--- config.mk ---
export PLATFORM = sky130hd
export DESIGN_NAME = zoned_disk_sector_allocator_unit
export DESIGN_NICKNAME = d
export VERILOG_FILES = /design/src/rtl/zdsa_pkg.sv /design/src/rtl/zoned_disk_sector_allocator_unit.sv /design/src/rtl/zdsa_map_mem.sv /design/src/rtl/zdsa_locate.sv
export SDC_FILE = /design/constraint.sdc
export NUM_CORES = 2
export LEC_CHECK = 0
export BUFFER_PORTS_ARGS = -buffer_cell sky130_fd_sc_hd__buf_2
export CAP_MARGIN = 10
export CORE_MARGIN = 2
export CORE_UTILIZATION = 50
export DETAILED_ROUTE_END_ITERATION = 16
export PLACE_DENSITY = 0.7
export SLEW_MARGIN = 10
export SYNTH_ARGS = -nofsm -noshare
export SYNTH_HDL_FRONTEND = slang
export SYNTH_SLANG_ARGS = --single-unit
--- constraint.sdc ---
create_clock -name i_clk -period 6.7 [get_ports i_clk]
set_input_delay 1.34 -clock i_clk [delete_from_list [all_inputs] [get_ports i_clk]]
set_output_delay 1.34 -clock i_clk [all_outputs]
set_load 0.1 [all_outputs]
--- src/rtl/zdsa_pkg.sv ---
// ============================================================================
// zdsa_pkg - shared types, constants and zone functions
// Holds the zone geometry of the disk, the request and status codes, the map
// entry layout and the memory request structs used by the allocator.
// ============================================================================
package zdsa_pkg;

    localparam int NUM_TRACKS   = 35;
    localparam int SECTOR_BYTES = 256;
    localparam int DIR_TRACK    = 18;

    localparam int REQ_W  = 2;
    localparam int ST_W   = 2;
    localparam int TRK_W  = 6;
    localparam int SEC_W  = 5;
    localparam int CNT_W  = 5;
    localparam int OFF_W  = 18;
    localparam int IDX_W  = $clog2(NUM_TRACKS);
    localparam int MAX_SPT = 21;

    localparam int SEC_SHIFT = $clog2(SECTOR_BYTES);
    localparam int BLK_W     = OFF_W - SEC_SHIFT;

    // Zone geometry: last track of each zone and its sectors per track.
    localparam int ZONE1_LAST = 17;
    localparam int ZONE2_LAST = 24;
    localparam int ZONE3_LAST = 30;
    localparam int ZONE1_SPT  = 21;
    localparam int ZONE2_SPT  = 19;
    localparam int ZONE3_SPT  = 18;
    localparam int ZONE4_SPT  = 17;

    localparam int ZONE2_BASE = ZONE1_LAST * ZONE1_SPT;
    localparam int ZONE3_BASE = ZONE2_BASE + (ZONE2_LAST - ZONE1_LAST) * ZONE2_SPT;
    localparam int ZONE4_BASE = ZONE3_BASE + (ZONE3_LAST - ZONE2_LAST) * ZONE3_SPT;

    typedef enum logic [REQ_W-1:0] {
        REQ_ALLOC  = 2'd0,
        REQ_FORMAT = 2'd1,
        REQ_MARK   = 2'd2,
        REQ_RSVD   = 2'd3
    } t_req;

    typedef enum logic [ST_W-1:0] {
        ST_OK    = 2'd0,
        ST_FULL  = 2'd1,
        ST_RANGE = 2'd2,
        ST_USED  = 2'd3
    } t_status;

    typedef struct packed {
        logic [MAX_SPT-1:0] bitmap;
        logic [CNT_W-1:0]   count;
    } t_entry;

    typedef struct packed {
        logic             en;
        logic [IDX_W-1:0] addr;
    } t_rd_req;

    typedef struct packed {
        logic             en;
        logic [IDX_W-1:0] addr;
        t_entry           data;
    } t_wr_req;

    // Sectors on a track, tracks numbered from one.
    function automatic logic [CNT_W-1:0] spt(input logic [TRK_W-1:0] trk);
        logic [CNT_W-1:0] n;
        if (trk <= TRK_W'(ZONE1_LAST)) begin
            n = CNT_W'(ZONE1_SPT);
        end else if (trk <= TRK_W'(ZONE2_LAST)) begin
            n = CNT_W'(ZONE2_SPT);
        end else if (trk <= TRK_W'(ZONE3_LAST)) begin
            n = CNT_W'(ZONE3_SPT);
        end else begin
            n = CNT_W'(ZONE4_SPT);
        end
        return n;
    endfunction

    // Number of sectors on all tracks below the given one.
    function automatic logic [BLK_W-1:0] track_base(input logic [TRK_W-1:0] trk);
        logic [BLK_W-1:0] t;
        logic [BLK_W-1:0] base;
        t = BLK_W'(trk) - BLK_W'(1);
        if (trk <= TRK_W'(ZONE1_LAST)) begin
            base = BLK_W'(ZONE1_SPT) * t;
        end else if (trk <= TRK_W'(ZONE2_LAST)) begin
            base = BLK_W'(ZONE2_BASE) + BLK_W'(ZONE2_SPT) * (t - BLK_W'(ZONE1_LAST));
        end else if (trk <= TRK_W'(ZONE3_LAST)) begin
            base = BLK_W'(ZONE3_BASE) + BLK_W'(ZONE3_SPT) * (t - BLK_W'(ZONE2_LAST));
        end else begin
            base = BLK_W'(ZONE4_BASE) + BLK_W'(ZONE4_SPT) * (t - BLK_W'(ZONE3_LAST));
        end
        return base;
    endfunction

    // Map entry of a freshly formatted disk for a zero-based track index.
    function automatic t_entry fresh_entry(input logic [IDX_W-1:0] idx);
        logic [TRK_W-1:0] trk;
        logic [CNT_W-1:0] n;
        t_entry           e;
        trk = TRK_W'(idx) + TRK_W'(1);
        n = spt(trk);
        e.bitmap = (MAX_SPT'(1) << n) - MAX_SPT'(1);
        e.count = n;
        if (trk == TRK_W'(DIR_TRACK)) begin
            e.bitmap = e.bitmap & ~MAX_SPT'(3);
            e.count = n - CNT_W'(2);
        end
        return e;
    endfunction

endpackage

--- src/rtl/zoned_disk_sector_allocator_unit.sv ---
// ============================================================================
// zoned_disk_sector_allocator_unit - sector availability map for a zoned disk
// Keeps a free bitmap and free count per track and serves allocate, format
// and mark requests, one result item per request item.
// ============================================================================
//
//  Channel | Direction | Handshake           | Payload
//  --------+-----------+---------------------+---------------------------------
//  request | in        | i_valid / o_stall   | i_req_type, i_track, i_sector
//  result  | out       | o_valid / i_stall   | o_status, o_out_track,
//          |           |                     | o_out_sector, o_byte_offset,
//          |           |                     | o_track_free
//
//  An allocate item goes from acceptance to S_CHECK, which reads k (1 to
//  NUM_TRACKS) track entries from the map memory, one per cycle, until a
//  free sector is found or the map runs out, and then to S_EMIT. A mark
//  item passes through S_CHECK for its one entry; format and rejected items
//  go straight to S_EMIT. The next item is accepted once the result is loaded.
//  Reset and format restore the fresh map at once through per-track valid
//  flags; no clearing pass is needed.
//  A result waits in the output register while the result side stalls, and
//  the next item is accepted meanwhile; only one item is worked on at a time.
//
module zoned_disk_sector_allocator_unit (
    input  logic                        i_clk,
    input  logic                        i_rst_n,

    input  logic                        i_valid,
    output logic                        o_stall,
    input  logic [zdsa_pkg::REQ_W-1:0]  i_req_type,
    input  logic [zdsa_pkg::TRK_W-1:0]  i_track,
    input  logic [zdsa_pkg::SEC_W-1:0]  i_sector,

    output logic                        o_valid,
    input  logic                        i_stall,
    output logic [zdsa_pkg::ST_W-1:0]   o_status,
    output logic [zdsa_pkg::TRK_W-1:0]  o_out_track,
    output logic [zdsa_pkg::SEC_W-1:0]  o_out_sector,
    output logic [zdsa_pkg::OFF_W-1:0]  o_byte_offset,
    output logic [zdsa_pkg::CNT_W-1:0]  o_track_free
);

    // S_CHECK examines one map entry per cycle; S_EMIT waits for the output
    // register to be free and hands the pending result over.
    typedef enum logic [1:0] {
        S_IDLE,
        S_CHECK,
        S_EMIT
    } t_state;

    localparam logic [zdsa_pkg::IDX_W-1:0] LAST_IDX =
        zdsa_pkg::IDX_W'(zdsa_pkg::NUM_TRACKS - 1);

    t_state                         r_state;
    logic                           r_alloc;
    logic [zdsa_pkg::IDX_W-1:0]     r_idx;
    logic [zdsa_pkg::SEC_W-1:0]     r_sector;

    // Pending result, built when the work on an item finishes.
    logic [zdsa_pkg::ST_W-1:0]      r_p_status;
    logic [zdsa_pkg::TRK_W-1:0]     r_p_track;
    logic [zdsa_pkg::SEC_W-1:0]     r_p_sector;
    logic [zdsa_pkg::OFF_W-1:0]     r_p_offset;
    logic [zdsa_pkg::CNT_W-1:0]     r_p_free;

    // Output register.
    logic                           r_o_valid;
    logic [zdsa_pkg::ST_W-1:0]      r_o_status;
    logic [zdsa_pkg::TRK_W-1:0]     r_o_track;
    logic [zdsa_pkg::SEC_W-1:0]     r_o_sector;
    logic [zdsa_pkg::OFF_W-1:0]     r_o_offset;
    logic [zdsa_pkg::CNT_W-1:0]     r_o_free;

    logic                           w_in_acc;
    logic                           w_emit;
    logic                           w_trk_ok;
    logic                           w_sec_ok;
    zdsa_pkg::t_rd_req              w_rd;
    zdsa_pkg::t_wr_req              w_wr;
    logic                           w_clear;
    zdsa_pkg::t_entry               w_entry;
    zdsa_pkg::t_entry               w_new;
    logic                           w_found;
    logic [zdsa_pkg::SEC_W-1:0]     w_loc_sec;
    logic [zdsa_pkg::SEC_W-1:0]     w_sel_sec;
    logic                           w_bit;
    logic [zdsa_pkg::TRK_W-1:0]     w_trk;
    logic [zdsa_pkg::BLK_W-1:0]     w_blk;
    logic [zdsa_pkg::OFF_W-1:0]     w_offset;

    assign o_stall  = (r_state != S_IDLE);
    assign w_in_acc = i_valid && !o_stall;

    // The pending result moves into the output register once that register
    // is empty or its item is taken in the same cycle.
    assign w_emit   = (r_state == S_EMIT) && (!r_o_valid || !i_stall);

    // A mark item names a track from one to NUM_TRACKS and a sector below
    // that track's sector count.
    assign w_trk_ok = (i_track != '0) &&
                      (i_track <= zdsa_pkg::TRK_W'(zdsa_pkg::NUM_TRACKS));
    assign w_sec_ok = (i_sector < zdsa_pkg::spt(i_track));

    zdsa_map_mem u_map (
        .i_clk     (i_clk),
        .i_rst_n   (i_rst_n),
        .i_rd      (w_rd),
        .i_wr      (w_wr),
        .i_clear   (w_clear),
        .o_rd_data (w_entry)
    );

    zdsa_locate u_locate (
        .i_bitmap (w_entry.bitmap),
        .o_found  (w_found),
        .o_sector (w_loc_sec)
    );

    // Modify step on the entry read in the previous cycle.
    assign w_sel_sec = r_alloc ? w_loc_sec : r_sector;
    assign w_bit     = w_entry.bitmap[w_sel_sec];
    assign w_trk     = zdsa_pkg::TRK_W'(r_idx) + zdsa_pkg::TRK_W'(1);
    assign w_blk     = zdsa_pkg::track_base(w_trk) + zdsa_pkg::BLK_W'(w_sel_sec);
    assign w_offset  = zdsa_pkg::OFF_W'({w_blk, {zdsa_pkg::SEC_SHIFT{1'b0}}});

    always_comb begin
        w_new.bitmap = w_entry.bitmap & ~(zdsa_pkg::MAX_SPT'(1) << w_sel_sec);
        w_new.count  = (w_entry.count != '0) ? (w_entry.count - zdsa_pkg::CNT_W'(1))
                                             : w_entry.count;
    end

    // Memory requests. Reads are issued on acceptance and while the
    // allocation scan moves to the next track; the write-back happens in the
    // cycle the entry is examined, so a read never overlaps a write.
    always_comb begin
        w_rd.en   = 1'b0;
        w_rd.addr = '0;
        w_clear   = 1'b0;
        if (w_in_acc) begin
            case (zdsa_pkg::t_req'(i_req_type))
                zdsa_pkg::REQ_ALLOC: begin
                    w_rd.en = 1'b1;
                end
                zdsa_pkg::REQ_MARK: begin
                    w_rd.en   = w_trk_ok && w_sec_ok;
                    w_rd.addr = zdsa_pkg::IDX_W'(i_track - zdsa_pkg::TRK_W'(1));
                end
                zdsa_pkg::REQ_FORMAT: begin
                    w_clear = 1'b1;
                end
                default: begin
                    w_rd.en = 1'b0;
                end
            endcase
        end else if (r_state == S_CHECK && r_alloc && !w_found && r_idx != LAST_IDX) begin
            w_rd.en   = 1'b1;
            w_rd.addr = r_idx + zdsa_pkg::IDX_W'(1);
        end
    end

    always_comb begin
        w_wr.en   = (r_state == S_CHECK) && (r_alloc ? w_found : w_bit);
        w_wr.addr = r_idx;
        w_wr.data = w_new;
    end

    always_ff @(posedge i_clk) begin
        if (!i_rst_n) begin
            r_state   <= S_IDLE;
            r_o_valid <= 1'b0;
        end else begin
            if (w_emit) begin
                r_o_valid <= 1'b1;
            end else if (!i_stall) begin
                r_o_valid <= 1'b0;
            end
            case (r_state)
                S_IDLE: begin
                    if (w_in_acc) begin
                        case (zdsa_pkg::t_req'(i_req_type))
                            zdsa_pkg::REQ_ALLOC: begin
                                r_alloc <= 1'b1;
                                r_idx   <= '0;
                                r_state <= S_CHECK;
                            end
                            zdsa_pkg::REQ_MARK: begin
                                if (w_trk_ok && w_sec_ok) begin
                                    r_alloc  <= 1'b0;
                                    r_idx    <= zdsa_pkg::IDX_W'(i_track
                                                - zdsa_pkg::TRK_W'(1));
                                    r_sector <= i_sector;
                                    r_state  <= S_CHECK;
                                end else begin
                                    r_p_status <= zdsa_pkg::ST_RANGE;
                                    r_p_track  <= '0;
                                    r_p_sector <= '0;
                                    r_p_offset <= '0;
                                    r_p_free   <= '0;
                                    r_state    <= S_EMIT;
                                end
                            end
                            zdsa_pkg::REQ_FORMAT: begin
                                r_p_status <= zdsa_pkg::ST_OK;
                                r_p_track  <= '0;
                                r_p_sector <= '0;
                                r_p_offset <= '0;
                                r_p_free   <= '0;
                                r_state    <= S_EMIT;
                            end
                            default: begin
                                r_p_status <= zdsa_pkg::ST_RANGE;
                                r_p_track  <= '0;
                                r_p_sector <= '0;
                                r_p_offset <= '0;
                                r_p_free   <= '0;
                                r_state    <= S_EMIT;
                            end
                        endcase
                    end
                end
                S_CHECK: begin
                    if (r_alloc && !w_found) begin
                        // Track is full: move on, or report a full disk
                        // after the last track.
                        if (r_idx == LAST_IDX) begin
                            r_p_status <= zdsa_pkg::ST_FULL;
                            r_p_track  <= '0;
                            r_p_sector <= '0;
                            r_p_offset <= '0;
                            r_p_free   <= '0;
                            r_state    <= S_EMIT;
                        end else begin
                            r_idx <= r_idx + zdsa_pkg::IDX_W'(1);
                        end
                    end else begin
                        r_p_track  <= w_trk;
                        r_p_sector <= w_sel_sec;
                        r_p_offset <= w_offset;
                        if (r_alloc || w_bit) begin
                            r_p_status <= zdsa_pkg::ST_OK;
                            r_p_free   <= w_new.count;
                        end else begin
                            r_p_status <= zdsa_pkg::ST_USED;
                            r_p_free   <= w_entry.count;
                        end
                        r_state <= S_EMIT;
                    end
                end
                S_EMIT: begin
                    if (w_emit) begin
                        r_o_status <= r_p_status;
                        r_o_track  <= r_p_track;
                        r_o_sector <= r_p_sector;
                        r_o_offset <= r_p_offset;
                        r_o_free   <= r_p_free;
                        r_state    <= S_IDLE;
                    end
                end
                default: begin
                    r_state <= S_IDLE;
                end
            endcase
        end
    end

    assign o_valid       = r_o_valid;
    assign o_status      = r_o_status;
    assign o_out_track   = r_o_track;
    assign o_out_sector  = r_o_sector;
    assign o_byte_offset = r_o_offset;
    assign o_track_free  = r_o_free;

    // A scan never runs past the last track.
    a_idx_range: assert property (@(posedge i_clk) disable iff (!i_rst_n)
        (r_state == S_CHECK) |-> (r_idx <= LAST_IDX))
        else $error("track index beyond the map");

    // A full-disk result carries no location.
    a_full_empty: assert property (@(posedge i_clk) disable iff (!i_rst_n)
        (o_valid && o_status == zdsa_pkg::ST_FULL) |->
        (o_out_track == '0 && o_out_sector == '0 && o_track_free == '0))
        else $error("disk full result carries a location");

    // A granted sector lies on its track.
    a_sector_fits: assert property (@(posedge i_clk) disable iff (!i_rst_n)
        (o_valid && o_status == zdsa_pkg::ST_OK && o_out_track != '0) |->
        (o_out_sector < zdsa_pkg::spt(o_out_track)))
        else $error("granted sector beyond track size");

    // The map is written back only while an entry is being examined.
    a_wr_when: assert property (@(posedge i_clk) disable iff (!i_rst_n)
        w_wr.en |-> (r_state == S_CHECK && !w_rd.en))
        else $error("map write outside the check step");

endmodule

--- src/rtl/zdsa_map_mem.sv ---
// ============================================================================
// zdsa_map_mem - per-track availability map storage
// One entry per track, one read and one write port, registered read data.
// Per-entry valid flags make an unwritten entry read as the fresh map, so
// reset and format take effect at once, with no clearing pass.
// ============================================================================
module zdsa_map_mem (
    input  logic              i_clk,
    input  logic              i_rst_n,
    input  zdsa_pkg::t_rd_req i_rd,
    input  zdsa_pkg::t_wr_req i_wr,
    input  logic              i_clear,
    output zdsa_pkg::t_entry  o_rd_data
);

    zdsa_pkg::t_entry                   r_mem [zdsa_pkg::NUM_TRACKS];
    logic [zdsa_pkg::NUM_TRACKS-1:0]    r_valid;
    zdsa_pkg::t_entry                   r_rd_raw;
    logic                               r_rd_hit;
    logic [zdsa_pkg::IDX_W-1:0]         r_rd_addr;

    always_ff @(posedge i_clk) begin
        if (i_wr.en) begin
            r_mem[i_wr.addr] <= i_wr.data;
        end
        if (i_rd.en) begin
            r_rd_raw  <= r_mem[i_rd.addr];
            r_rd_addr <= i_rd.addr;
        end
    end

    always_ff @(posedge i_clk) begin
        if (!i_rst_n || i_clear) begin
            r_valid <= '0;
        end else if (i_wr.en) begin
            r_valid[i_wr.addr] <= 1'b1;
        end
    end

    always_ff @(posedge i_clk) begin
        if (!i_rst_n) begin
            r_rd_hit <= 1'b0;
        end else if (i_rd.en) begin
            r_rd_hit <= r_valid[i_rd.addr];
        end
    end

    assign o_rd_data = r_rd_hit ? r_rd_raw : zdsa_pkg::fresh_entry(r_rd_addr);

endmodule

--- src/rtl/zdsa_locate.sv ---
// ============================================================================
// zdsa_locate - lowest free sector finder
// Priority encoder over one track's free bitmap.
// ============================================================================
module zdsa_locate (
    input  logic [zdsa_pkg::MAX_SPT-1:0] i_bitmap,
    output logic                         o_found,
    output logic [zdsa_pkg::SEC_W-1:0]   o_sector
);

    always_comb begin
        o_found  = |i_bitmap;
        o_sector = '0;
        // Walk downward so the lowest set bit wins.
        for (int i = zdsa_pkg::MAX_SPT - 1; i >= 0; i--) begin
            if (i_bitmap[i]) begin
                o_sector = zdsa_pkg::SEC_W'(i);
            end
        end
    end

endmodule
==> results by group <==
Critical path
  – Worst R2R Path Depth: 24
  – Crit. End Element: flip-flop
  – Setup CP Type: reg -> reg
  – Cell mode on critical path: ha_1
  – Critical Path Slowest Stage Cell: ha_1
  – Worst path max stage delay: 620 ps
  – Worst path required time: 7110 ps
  – Worst reg2reg setup slack: 540 ps
  – CP Data Arrival Time: 6570 ps
  – Worst-path cell chain: inv_1 -> ha_1 -> xor2_1 -> buf_4 -> inv_1 -> ha_1 -> a21boi_0 -> xor2_1 -> ha_1 -> ha_1 -> inv_1 -> fa_1 -> fa_1 -> inv_1 -> ha_1 -> a21oi_1 -> xnor2_1 -> nor2_1 -> a21oi_1 -> a21oi_1 -> nor3_1 -> nand3_1 -> xnor2_1 -> nor2_1
  – Reg-to-Reg Start: r_idx[1]$_DFFE_PP_
  – Critical path peak fanout: 12
  – FF-to-FF End: r_p_offset[17]$_SDFFCE_PP0P_
  – Worst setup SP type: flip-flop

Synthesis
  – Synthesized instance count: 3,747
  – Main area contributors after synthesis: edfxtp_1, nand2_1, nand3_1
  – Synth cell types: 87
  – Synth Cell Area: 45,700 sq um
  – Yosys top cell by area: edfxtp_1
  – Synth Flop Type: edfxtp_1
  – Register area share after synthesis: 68.1%
  – YS warnings: 0
  – Post-synthesis register bit count: 1,049
  – Asr flop ratio synth: 0%
  – Mapped Avg Cell Area: 12.2 sq um
  – Synth top area share: 66.3%
  – Post-synth EDFFs: 1,010

Power
  – Worst vdd ir: 228 uV
  – Leak: 18.4 nW
  – Power Density: 281 nW/um^2

Hold path
  – Worst Hold Class: reg -> reg
  – Worst hold path startpoint: r_p_sector[3]$_SDFFCE_PP0P_
  – Min-Delay Endpoint: o_out_sector[3]$_DFFE_PP_
  – Min-Delay Path Depth: 0

Detailed routing
  – DR iter-0 viols: 4,479
  – Drt wl/cell: 25.6 um
  – Vias/cell: 6.16
  – Antenna Violating Nets Remaining: 0
  – Drt total wl: 130 mm
  – Initial DRT Pass Iterations: 6
  – DRC Markers: 0
  – Vias: 31.4k

Placed design
  – Final Wtd Congestion: 0.963
  – HPWL after DPL: 74.9 mm
  – Cell Area, Placed: 48,300 sq um
  – # port buffers: 46

Clock tree
  – Num CTS Buffers: 105
  – Clk root buf: clkbuf_16
  – Clock sink total: 1,049
  – H-tree depth: 3
  – Clock Latency Late Sink: 690 ps
  – CTS-repair resized insts: 0
  – Post-CTS Setup Bufs: 0
  – CTS Buffer Depth: 3
  – CTS tree: done
  – Clock transition at path regs: 60 ps
  – Hold_buf cts: 0

Final layout
  – P&R area growth vs syn: 13.0%
  – Share of layout cells above drive strength 1: 11.0%
  – Diode count: 0
  – Post-route cell area: 51,600 sq um
  – Nets@finish: 3,951

Timing
  – Fin crit share: 92.0%
  – Pins over their slew limit: 0
  – WHS: 405 ps
  – Clock Skew: 30.6 ps
  – Worst Max-Slew Pin Slew: 1340 ps
  – Unrepaired setup endpoints after global routing: false
  – Final setup violation count: 0
  – F_max: 0.162 GHz
  – Final Hold Vio Count: 0
  – TNS Setup: 0 ps
  – Tmin final: 6160 ps
  – Rel. slew slack: 10.1%

GRT
  – Global-route wire length before repair: 192 mm
  – Initial antenna violation count: 2
  – Gr usage total: 27.5%
  – Largest net degree at the start of global routing: 122
  – Overflow left after global routing: 0
  – Vias in the first global route: 29.6k

Flow run
  – Max Cap Viol: 0

Run status
  – Outcome: completed

Floorplanning
  – Die Y-Extent: 306 um
  – DIE AREA: 93,900 sq um
  – Initial Util: 50.6%
  – Horiz. Die Dim: 306 um
  – Top-Level Pins: 55
  – Row cnt: 110
  – Core ar.: 90,300 sq um
[sequential cells by signal, indices dropped and copies added, names as in the netlist]
name and cells:
r_p_track 6, r_alloc 1, u_map.r_mem 910, r_sector 5, u_map.r_valid 35, r_p_offset 10, o_status 2, r_state 2
u_map.r_rd_hit 1, u_map.r_rd_addr 6, o_valid 1, o_out_track 6, o_byte_offset 10, r_idx 6, u_map.r_rd_raw 26, r_p_sector 5
o_out_sector 5, r_p_free 5, o_track_free 5, r_p_status 2
[power by group]
| part | internal (mW) | total (mW) | switching [mW] |
|---|---|---|---|
| Sequential | 7.26 | 7.29 | 0.0298 |
| Clock | 3.21 | 5.66 | 2.45 |
| Combinational | 0.541 | 1.56 | 1.02 |
| Total | 11.0 | 14.5 | 3.50 |
[layout by cell type, fill, tap and decap left out, types with 27 or more instances in the layout]
cell type and instances:
a21oi_1 108, a22oi_1 28, a311oi_1 28, a31oi_1 115, and3_1 63, buf_2 46
buf_4 135, clkbuf_1 33, clkbuf_16 108, dfxtp_1 39, edfxtp_1 1010, ha_1 85
inv_1 94, nand2_1 970, nand3_1 327, nand4_1 58, nor2_1 72, nor4_4 27
o21a_1 35, o21ai_0 75, o22ai_1 28, xnor2_1 35, xor2_1 30
[worst max-delay path: cells and delay by family (launching register included)]
family / cells / cell delay (ps)
xor+xnor: 4 / 780
simple gates: 4 / 570
compound gates: 4 / 820
buf+inv: 5 / 540
flops: 1 / 550
fa+ha+maj: 7 / 2610
[worst max path at each step]
stage                            start                            to  slack [ps]  cells past startpoint
floorplan                   i_track[0]     r_p_free[0]$_SDFFCE_PP0P_         420                     12
global placement    r_idx[1]$_DFFE_PP_  r_p_offset[17]$_SDFFCE_PP0P_         630                     24
detailed placement  r_idx[1]$_DFFE_PP_  r_p_offset[17]$_SDFFCE_PP0P_         600                     24
CTS                 r_idx[1]$_DFFE_PP_  r_p_offset[17]$_SDFFCE_PP0P_         540                     24
global route        r_idx[1]$_DFFE_PP_  r_p_offset[17]$_SDFFCE_PP0P_          50                     23
finish              r_idx[1]$_DFFE_PP_  r_p_offset[17]$_SDFFCE_PP0P_         540                     24
[layer usage]
metal	share of wire (%)	GRT usage [%]	wire length (um)
met1	40	39.5	52300
met2	45	41.9	58200
met3	11	5.29	14900
met4	3.7	10.2	4870
met5	0.021	0	27
[synth_stat cells, types with 12 or more instances]
library cell / n
nand4_1: 58
inv_1: 94
o22ai_1: 29
edfxtp_1: 1010
a311oi_1: 28
buf_2: 38
ha_1: 85
xnor2_1: 36
nand3_1: 327
clkbuf_1: 145
a21oi_1: 115
a22oi_1: 33
buf_1: 26
nor3_1: 26
nand2_1: 971
o2111ai_1: 26
o21ai_0: 77
nor2_1: 84
xor2_1: 30
fa_1: 16
a21o_1: 18
and3_1: 63
o21a_1: 36
mux2i_1: 12
nor4_2: 28
a31oi_1: 116
dfxtp_1: 39
[layout make-up]
| cell class | count | area [sq um] |
|---|---|---|
| clock buffer | 142 | 2840 |
| clock inverter | 49 | 460 |
| fill | 7163 | 38600 |
| inverter | 100 | 388 |
| multi-input combinational | 2382 | 13800 |
| sequential | 1049 | 31100 |
| tap | 1176 | 1470 |
| timing repair buffer | 195 | 1520 |
[logic make-up (layout without fill, tap and decap cells)]
| group | count (synthesis) | count (layout) | share of synthesized area [%] |
|---|---|---|---|
| and+or+nand+nor | 1629 | 1629 | 16.1 |
| DFF | 1049 | 1049 | 68.1 |
| AOI/OAI and AO/OA | 561 | 561 | 8.13 |
| buffers and inverters | 323 | 486 | 2.90 |
| adders and majority gates | 101 | 101 | 3.03 |
| xor gates and xnor gates | 71 | 71 | 1.48 |
| muxes | 12 | 12 | 0.263 |
| other | 1 | 8 | 0.00820 |
[stage by stage]
step | instances | power [mW] | setup slack (ps) | util (%)
after global placement | 4902 | 8.97 | 632 | 53.5
final | 5093 | 14.5 | 539 | 57.2
after CTS | 5093 | 14.6 | 543 | 57.2
after global routing | 5093 | 15.0 | 46.3 | 57.2
after floorplan | 3754 | 8.53 | 420 | -
after detailed placement | 4902 | 8.97 | 600 | 53.5
Note: power is estimated with default switching activity, not from simulation.
